<file path="src/abrc_pkg.sv">
// Types and constants of the adaptive binary range coder.
// Used by the top level and by its port checker; depends on nothing.
package abrc_pkg;

    localparam int PROB_STORE_BITS = 16;
    localparam int PROB_USE_BITS   = 12;
    localparam int MIX_SHIFT       = PROB_STORE_BITS + 2 - PROB_USE_BITS;
    localparam int FAST_SHIFT      = 7;
    localparam int SLOW_SHIFT      = 8;
    localparam int WORD_BITS       = 16;
    localparam int LOW_BITS        = 32;
    localparam int COUNT_BITS      = 24;
    localparam int CFG_DATA_BITS   = 32;
    localparam int CFG_INDEX_BITS  = 2;

    localparam logic [COUNT_BITS-1:0] WORD_LIMIT_RESET = '1;

    localparam logic MODE_CODE  = 1'b0;
    localparam logic MODE_FLUSH = 1'b1;
    localparam logic DIR_ENCODE = 1'b0;
    localparam logic DIR_DECODE = 1'b1;

    localparam logic [CFG_INDEX_BITS-1:0] CFG_DIRECTION    = 2'd0;
    localparam logic [CFG_INDEX_BITS-1:0] CFG_INITIAL_CODE = 2'd1;
    localparam logic [CFG_INDEX_BITS-1:0] CFG_WORD_LIMIT   = 2'd2;

    typedef struct packed {
        logic                 mode;
        logic                 bit_in;
        logic [WORD_BITS-1:0] prob_fast;
        logic [WORD_BITS-1:0] prob_slow;
        logic [WORD_BITS-1:0] code_word;
    } t_in_item;

    typedef struct packed {
        logic                 bit_out;
        logic [WORD_BITS-1:0] prob_fast_next;
        logic [WORD_BITS-1:0] prob_slow_next;
        logic [WORD_BITS-1:0] word_out;
        logic                 word_valid;
        logic                 word_taken;
        logic                 overflow;
        logic                 last;
    } t_out_item;

endpackage

</file>
<file path="src/adaptive_binary_range_coder.sv">
// Adaptive binary range coder: encoder or decoder step with two-rate probabilities.
// Depends on abrc_pkg for payload types and constants.
//
// Usage:
//   Input channel (i_in_valid / o_in_stall / i_in_data) carries one transaction per
//   bit to code, or a flush. Output channel (o_out_valid / i_out_stall / o_out_data)
//   returns one result per coded bit, two for an encoder flush (top word of low,
//   then bottom word; the second has last set) and one for a decoder flush.
//   An accepted transaction lands in an input register; once the result queue has
//   room, the whole coding step (blend, renormalize, split with one 20x12 multiply,
//   compare, probability update) runs combinationally into a two-entry result queue.
//   While the receiver does not stall, throughput is one transaction per cycle; an
//   encoder flush needs two free queue entries. The rate is set by the
//   low/range/code register loop, closed once per cycle.
//   When the receiver stalls, results wait in the queue; the input register still
//   takes one more transaction, after which o_in_stall rises.
//   The user must write the configuration port (i_cfg_wr_en, i_cfg_index, i_cfg_data)
//   only while idle; the block does not enforce this. Writing initial_code also loads the decoder code register.
//   Synchronous reset clears the queue, low, word count and overflow flag, sets
//   range to all ones, code to zero, direction to encode and the word limit to max.
module adaptive_binary_range_coder (
    input  logic                                 i_clk,
    input  logic                                 i_rst_n,
    input  logic                                 i_in_valid,
    output logic                                 o_in_stall,
    input  abrc_pkg::t_in_item                   i_in_data,
    output logic                                 o_out_valid,
    input  logic                                 i_out_stall,
    output abrc_pkg::t_out_item                  o_out_data,
    input  logic                                 i_cfg_wr_en,
    input  logic [abrc_pkg::CFG_INDEX_BITS-1:0]  i_cfg_index,
    input  logic [abrc_pkg::CFG_DATA_BITS-1:0]   i_cfg_data
);
    import abrc_pkg::*;

    localparam logic [PROB_USE_BITS-1:0] PE_MAX = '1;
    localparam logic [PROB_USE_BITS-1:0] PE_MIN = PROB_USE_BITS'(1);

    // rounded move of a probability towards the coded bit
    function automatic logic [WORD_BITS-1:0] prob_step(input logic [WORD_BITS-1:0] p,
                                                       input logic b, input int sh);
        logic signed [WORD_BITS+2:0] tgt;
        logic signed [WORD_BITS+2:0] rnd;
        logic signed [WORD_BITS+2:0] d;
        logic signed [WORD_BITS+2:0] q;
        tgt = b ? '0 : (WORD_BITS+3)'(1 << PROB_STORE_BITS);
        rnd = (WORD_BITS+3)'(1 << (sh - 1));
        d   = tgt - signed'({3'b000, p}) + rnd;
        q   = d >>> sh;
        return p + q[WORD_BITS-1:0];
    endfunction

    // configuration and coder state
    logic                  r_direction;
    logic [COUNT_BITS-1:0] r_word_limit;
    logic [LOW_BITS-1:0]   r_low, n_low;
    logic [LOW_BITS-1:0]   r_range, n_range;
    logic [LOW_BITS-1:0]   r_code, n_code;
    logic [COUNT_BITS-1:0] r_used, n_used;
    logic                  r_ovf, n_ovf;

    // input register
    logic                  r_in_valid;
    t_in_item              r_in;

    // result queue, entry 0 is the head
    t_out_item             r_q0, r_q1, n_q0, n_q1;
    logic [1:0]            r_cnt, n_cnt;

    logic                  pop, fire, in_acc;
    logic [1:0]            cnt_ap, need;
    t_out_item             res0, res1;

    // datapath
    logic                            is_flush, is_dec;
    logic [WORD_BITS+1:0]            mix;
    logic [WORD_BITS+1:0]            pe_raw;
    logic [PROB_USE_BITS-1:0]        pe;
    logic                            renorm, ok0, ok1;
    logic [COUNT_BITS-1:0]           used1;
    logic [LOW_BITS-1:0]             low1, rng_sh, rng1, code1, r2, mid, rng2;
    logic [LOW_BITS-PROB_USE_BITS-1:0] rq;
    logic                            bitv;

    always_comb begin
        is_flush = (r_in.mode == MODE_FLUSH);
        is_dec   = (r_direction == DIR_DECODE);

        mix    = {2'b00, r_in.prob_fast} + {1'b0, r_in.prob_fast, 1'b0}
               + {2'b00, r_in.prob_slow};
        pe_raw = mix >> MIX_SHIFT;
        if (pe_raw == '0) begin
            pe = PE_MIN;
        end else if (pe_raw > (WORD_BITS+2)'(PE_MAX)) begin
            pe = PE_MAX;
        end else begin
            pe = pe_raw[PROB_USE_BITS-1:0];
        end

        // word slots: first move uses the current count, a second one the updated count
        ok0   = (r_used < r_word_limit);
        used1 = ok0 ? r_used + COUNT_BITS'(1) : r_used;
        ok1   = (used1 < r_word_limit);

        renorm = (r_range[LOW_BITS-1:PROB_USE_BITS] == '0);
        low1   = renorm ? {r_low[WORD_BITS-1:0], {WORD_BITS{1'b0}}} : r_low;
        rng_sh = {r_range[WORD_BITS-1:0], {WORD_BITS{1'b1}}};
        if (renorm) begin
            rng1 = (rng_sh > ~low1) ? ~low1 : rng_sh;
        end else begin
            rng1 = r_range;
        end
        if (renorm && is_dec) begin
            code1 = {r_code[WORD_BITS-1:0], ok0 ? r_in.code_word : {WORD_BITS{1'b0}}};
        end else begin
            code1 = r_code;
        end

        rq   = rng1[LOW_BITS-1:PROB_USE_BITS];
        r2   = LOW_BITS'(rq) * LOW_BITS'(pe);
        mid  = low1 + r2;
        rng2 = rng1 - r2;
        bitv = is_dec ? (code1 >= mid) : r_in.bit_in;

        n_low   = r_low;
        n_range = r_range;
        n_code  = r_code;
        n_used  = r_used;
        n_ovf   = r_ovf;
        need    = 2'd1;

        res0 = '0;
        res1 = '0;
        res0.prob_fast_next = r_in.prob_fast;
        res0.prob_slow_next = r_in.prob_slow;
        res1.prob_fast_next = r_in.prob_fast;
        res1.prob_slow_next = r_in.prob_slow;

        if (is_flush && !is_dec) begin
            need            = 2'd2;
            res0.word_out   = ok0 ? r_low[LOW_BITS-1:WORD_BITS] : '0;
            res0.word_valid = ok0;
            res0.overflow   = r_ovf | ~ok0;
            res0.last       = 1'b0;
            res1.word_out   = ok1 ? r_low[WORD_BITS-1:0] : '0;
            res1.word_valid = ok1;
            res1.overflow   = r_ovf | ~ok0 | ~ok1;
            res1.last       = 1'b1;
            n_used          = ok1 ? used1 + COUNT_BITS'(1) : used1;
            n_ovf           = r_ovf | ~ok0 | ~ok1;
        end else if (is_flush) begin
            res0.overflow = r_ovf;
            res0.last     = 1'b1;
        end else begin
            res0.bit_out        = bitv;
            res0.prob_fast_next = prob_step(r_in.prob_fast, bitv, FAST_SHIFT);
            res0.prob_slow_next = prob_step(r_in.prob_slow, bitv, SLOW_SHIFT);
            res0.word_valid     = renorm && !is_dec && ok0;
            res0.word_out       = (renorm && !is_dec && ok0) ?
                                  r_low[LOW_BITS-1:WORD_BITS] : '0;
            res0.word_taken     = renorm && is_dec && ok0;
            res0.overflow       = r_ovf | (renorm & ~ok0);
            res0.last           = 1'b1;
            n_low   = bitv ? mid : low1;
            n_range = bitv ? rng2 : r2 - LOW_BITS'(1);
            n_code  = code1;
            n_used  = renorm ? used1 : r_used;
            n_ovf   = r_ovf | (renorm & ~ok0);
        end
    end

    // handshakes and result queue
    always_comb begin
        pop        = (r_cnt != 2'd0) && !i_out_stall;
        cnt_ap     = r_cnt - {1'b0, pop};
        fire       = r_in_valid && ((2'd2 - cnt_ap) >= need);
        o_in_stall = r_in_valid && !fire;
        in_acc     = i_in_valid && !o_in_stall;

        n_q0 = r_q0;
        n_q1 = r_q1;
        if (pop) begin
            n_q0 = r_q1;
        end
        if (fire) begin
            if (cnt_ap == 2'd0) begin
                n_q0 = res0;
                n_q1 = res1;
            end else begin
                n_q1 = res0;
            end
        end
        n_cnt = cnt_ap + (fire ? need : 2'd0);
    end

    assign o_out_valid = (r_cnt != 2'd0);
    assign o_out_data  = r_q0;

    always_ff @(posedge i_clk) begin
        if (!i_rst_n) begin
            r_direction  <= DIR_ENCODE;
            r_word_limit <= WORD_LIMIT_RESET;
            r_low        <= '0;
            r_range      <= '1;
            r_code       <= '0;
            r_used       <= '0;
            r_ovf        <= 1'b0;
            r_in_valid   <= 1'b0;
            r_cnt        <= 2'd0;
        end else begin
            r_in_valid <= in_acc || (r_in_valid && !fire);
            r_cnt      <= n_cnt;
            if (fire) begin
                r_low   <= n_low;
                r_range <= n_range;
                r_used  <= n_used;
                r_ovf   <= n_ovf;
            end
            if (i_cfg_wr_en) begin
                unique case (i_cfg_index)
                    CFG_DIRECTION: begin
                        r_direction <= i_cfg_data[0];
                    end
                    CFG_INITIAL_CODE: begin
                        r_code <= i_cfg_data;
                    end
                    CFG_WORD_LIMIT: begin
                        r_word_limit <= i_cfg_data[COUNT_BITS-1:0];
                    end
                    default: begin
                    end
                endcase
            end else if (fire) begin
                r_code <= n_code;
            end
        end
    end

    // payload registers, no reset
    always_ff @(posedge i_clk) begin
        if (in_acc) begin
            r_in <= i_in_data;
        end
        r_q0 <= n_q0;
        r_q1 <= n_q1;
    end

endmodule

</file>
<file path="config.mk">
export PLATFORM = sky130hd
export DESIGN_NAME = adaptive_binary_range_coder
export DESIGN_NICKNAME = d
export VERILOG_FILES = /design/src/abrc_pkg.sv /design/src/adaptive_binary_range_coder.sv
export SDC_FILE = /design/constraint.sdc
export NUM_CORES = 2
export LEC_CHECK = 0
export BUFFER_PORTS_ARGS = -buffer_cell sky130_fd_sc_hd__buf_2
export CORE_UTILIZATION = 50
export CTS_CLUSTER_SIZE = 12
export DETAILED_ROUTE_END_ITERATION = 12
export PLACE_DENSITY = 0.67
export REMOVE_ABC_BUFFERS = 1
export SYNTH_ARGS = -nofsm -noshare
export SYNTH_HDL_FRONTEND = slang
export SYNTH_SLANG_ARGS = --single-unit
</file>
<file path="constraint.sdc">
create_clock -name i_clk -period 22.1 [get_ports i_clk]
set_input_delay 6.63 -clock i_clk [delete_from_list [all_inputs] [get_ports i_clk]]
set_output_delay 6.63 -clock i_clk [all_outputs]
set_load 0.02 [all_outputs]
</file>
==> impl_metrics.csv <==
group,metric,value,unit
worst_setup_path,cp_common_cell,"ha_1",
timing,tightestPinTransition,1.093,ns
clocking,clk_latency,0.60,ns
worst_setup_path,r2r_start,"r_range[26]$_SDFFE_PN1P_",
worst_setup_path,worstPathCellList,"buf_2, nand2b_1, buf_4, inv_2, buf_4, ha_1, xnor2_1, ha_1, inv_1, ha_1, a21oi_1, and2_1, buf_2",
synth,synth.most_common_cell,"nand2_1",
floorplan,die_width,250.1,um
timing,setup_viol,0,
synth,synth_ff_type,"dfxtp_1",
synth,ys_seq_area_share,23.19,%
worst_setup_path,critPathSlowestCell,"buf_4",
final_layout,utilization,55.28,%
worst_setup_path,crit_cells,13,
global_routing,grt_antenna_before_repair,0,
place,placedCellCount,4554,
job,maxCapViolCount,0,
drt,detail_route.wl_per_cell,19.00,um
final_layout,antennaDiodeCount,0,
clocking,cts_root_buffer,"clkbuf_16",
worst_setup_path,worstReg2RegEnd,"r_q1[35]$_DFFE_PP_",
timing,hold_violations,0,
global_routing,grt_pass1_vias,25530,
drt,drtIter0Drc,2252,
final_layout,fin_cells,4622,
clocking,cts.path.max_buffers,3,
worst_setup_path,worstPathBufferInverterCount,6,
timing,fmax,0.06165,GHz
synth,synth_cell_type_count,97,
worst_setup_path,crit_path_end_kind,"primary output",
place,gp_congestion,0.9255,
clocking,post_cts_resize_count,0,
clocking,tritoncts,"done",
worst_setup_path,cp_slowest_stage_delay,0.64,ns
synth,synth-edff-count,103,
timing,setup_tns,0,ns
clocking,ctsHoldBuffers,0,
timing,skew,0.05153,ns
synth,synthArstFlopShare,0,%
drt,drcViolationCount,0,
timing,min_period,16.22,ns
floorplan,start_util,50.81,%
worst_setup_path,critPathArrivalTime,9.59,ns
floorplan,die_area,0.06256,sq mm
timing,rsz0062_at_grt,"false",
clocking,cts_sinks,305,
worst_setup_path,required,15.47,ns
worst_setup_path,cp_top_family,"buffers and inverters",
final_layout,layout.nets,4381,
worst_setup_path,crit_path_max_fanout,54,
clocking,clkTransAtPathRegs,0.06,ns
synth,syn_area,0.03078,sq mm
drt,antenna_left,0,
synth,yosys-top-cells-area,"dfxtp_1 (13%), fa_1 (13%), ha_1 (11%), edfxtp_1 (10%), nand2_1 (6.7%)",
global_routing,grt_pass1_wl,142600,um
global_routing,grtUsageTotal,28.33,%
timing,final_max_slew_viol_count,0,
floorplan,core,0.06058,sq mm
worst_setup_path,crit_end,"o_in_stall",
final_layout,syn2layout_area_growth,8.800,%
timing,fin_crit_sh,73.40,%
outcome,status,"completed",
floorplan,num_rows,90,
place,hpwl,66500,um
floorplan,die_y,250.1,um
drt,drtPass1Iterations,5,
synth,ys_warn_count,0,
drt,viasPerCell,5.848,
clocking,htreeDepth,2,
synth,synth_top_area_share,13.14,%
worst_setup_path,cp-startpoint,"i_out_stall",
global_routing,grt_max_degree,71,
final_layout,drive_gt1_share,8.646,%
global_routing,gr-total-overflow,0,
synth,ys_ff_latch,305,
worst_setup_path,path_class,"in2out",
synth,syn_inst,3766,
drt,totalWireLength,87830,um
timing,relSlewSlack,26.97,%
place,io_buffer_count,143,
synth,syn_avg_cell_area,8.173,sq um
synth,yosys.area.top_type,"dfxtp_1",
synth,synth_common_cells,"nand2_1 (550), inv_1 (359), nor2_1 (303), ha_1 (282), a21oi_1 (242)",
clocking,post_cts_buffers,0,
worst_setup_path,r2r_cells,56,
floorplan,pin_count,144,
drt,via_count,27030,
worst_setup_path,cp-start-kind,"input pin",
worst_setup_path,rrSetupSlack,6.31,ns
worst_hold_path,hold_path_class,"reg2reg",
clocking,cts_made_buffers,37,
[worst min path at each step]
stage,start,to,slack (ns),cells past startpoint
final,o_out_data[42]$_DFF_P_,o_out_data[42]$_DFF_P_,0.47,2
after floorplan,r_range[24]$_SDFFE_PN1P_,r_range[24]$_SDFFE_PN1P_,0.45,2
after global placement,o_out_data[23]$_DFF_P_,o_out_data[23]$_DFF_P_,0.46,2
after detailed placement,o_out_data[39]$_DFF_P_,o_out_data[39]$_DFF_P_,0.47,2
after global routing,o_out_data[23]$_DFF_P_,o_out_data[23]$_DFF_P_,0.50,2
after CTS,o_out_data[42]$_DFF_P_,o_out_data[42]$_DFF_P_,0.47,2
[routing by layer]
| metal | vias to the layer above | routed length [um] | global-route usage, % |
|---|---|---|---|
| met5 | - | 0 | 0 |
| met4 | 0 | 1961 | 6.626 |
| met3 | 130 | 5645 | 3.346 |
| met2 | 786 | 39850 | 45.33 |
| met1 | 13010 | 40370 | 40.74 |
| li1 | 13100 | - | - |
[tightest hold or removal path, stage by stage, from the launching register on]
cell and delay (ns):
dfxtp_1 0.31, nand2_1 0.05, a31oi_1 0.07
[layout by cell type (no fill, tap or decap), types with 32 or more instances in the layout]
master / count
o21ai_0: 140
buf_4: 42
mux2i_1: 61
inv_1: 358
nand2_1: 547
xor2_1: 54
fa_1: 199
and3_1: 32
nor2_1: 302
buf_2: 143
nand3_1: 73
dfxtp_1: 202
nand2b_1: 34
o211ai_1: 58
clkbuf_16: 37
nor2b_1: 33
nor3_1: 77
edfxtp_1: 103
a21o_1: 68
xnor2_1: 126
nor4_1: 34
ha_1: 282
a21oi_1: 242
a211oi_1: 34
a31oi_1: 54
and2_1: 80
[per-stage QoR]
step / instance area (sq um) / hold slack (ns) / setup slack, ns
2_1_floorplan: 30080 / 0.4511 / 5.349
3_3_place_gp: 32160 / 0.4635 / 5.892
3_5_place_dp: 32160 / 0.4666 / 5.858
4_1_cts: 33490 / 0.4747 / 5.842
5_1_grt: 33490 / 0.4977 / 5.281
6_report: 33490 / 0.4720 / 5.879
[sequential cells by signal, summed over array words and instances (netlist names)]
name / cells
r_ovf: 1
r_in_valid: 1
r_low: 32
o_out_data: 53
r_in: 49
r_used: 24
is_dec: 1
r_range: 32
is_flush: 1
r_cnt: 2
r_code: 32
r_word_limit: 24
r_q1: 53
[area by class of cell]
| type | count | area (sq um) |
|---|---|---|
| Timing Repair Buffer | 185 | 1031 |
| Clock buffer | 52 | 1062 |
| Multi-Input combinational cell | 2916 | 21640 |
| Fill cell | 5711 | 27090 |
| Sequential cell | 305 | 7137 |
| Tap cell | 782 | 978.4 |
| Inverter | 366 | 1374 |
| Clock inverter | 16 | 270.3 |
[logic make-up (layout without fill, tap and decap cells)]
logic type,count (synthesis),count (layout),synth area share [%]
flops,305,305,23.19
buf+inv,545,619,6.740
fa+ha+maj,482,482,24.44
compound gates,826,826,17.48
xor+xnor,182,182,5.203
mux,82,82,2.789
simple gates,1344,1344,20.16
Power is not shown: default switching activity piles up to over one toggle a cycle in this logic, so the estimate is an artifact.
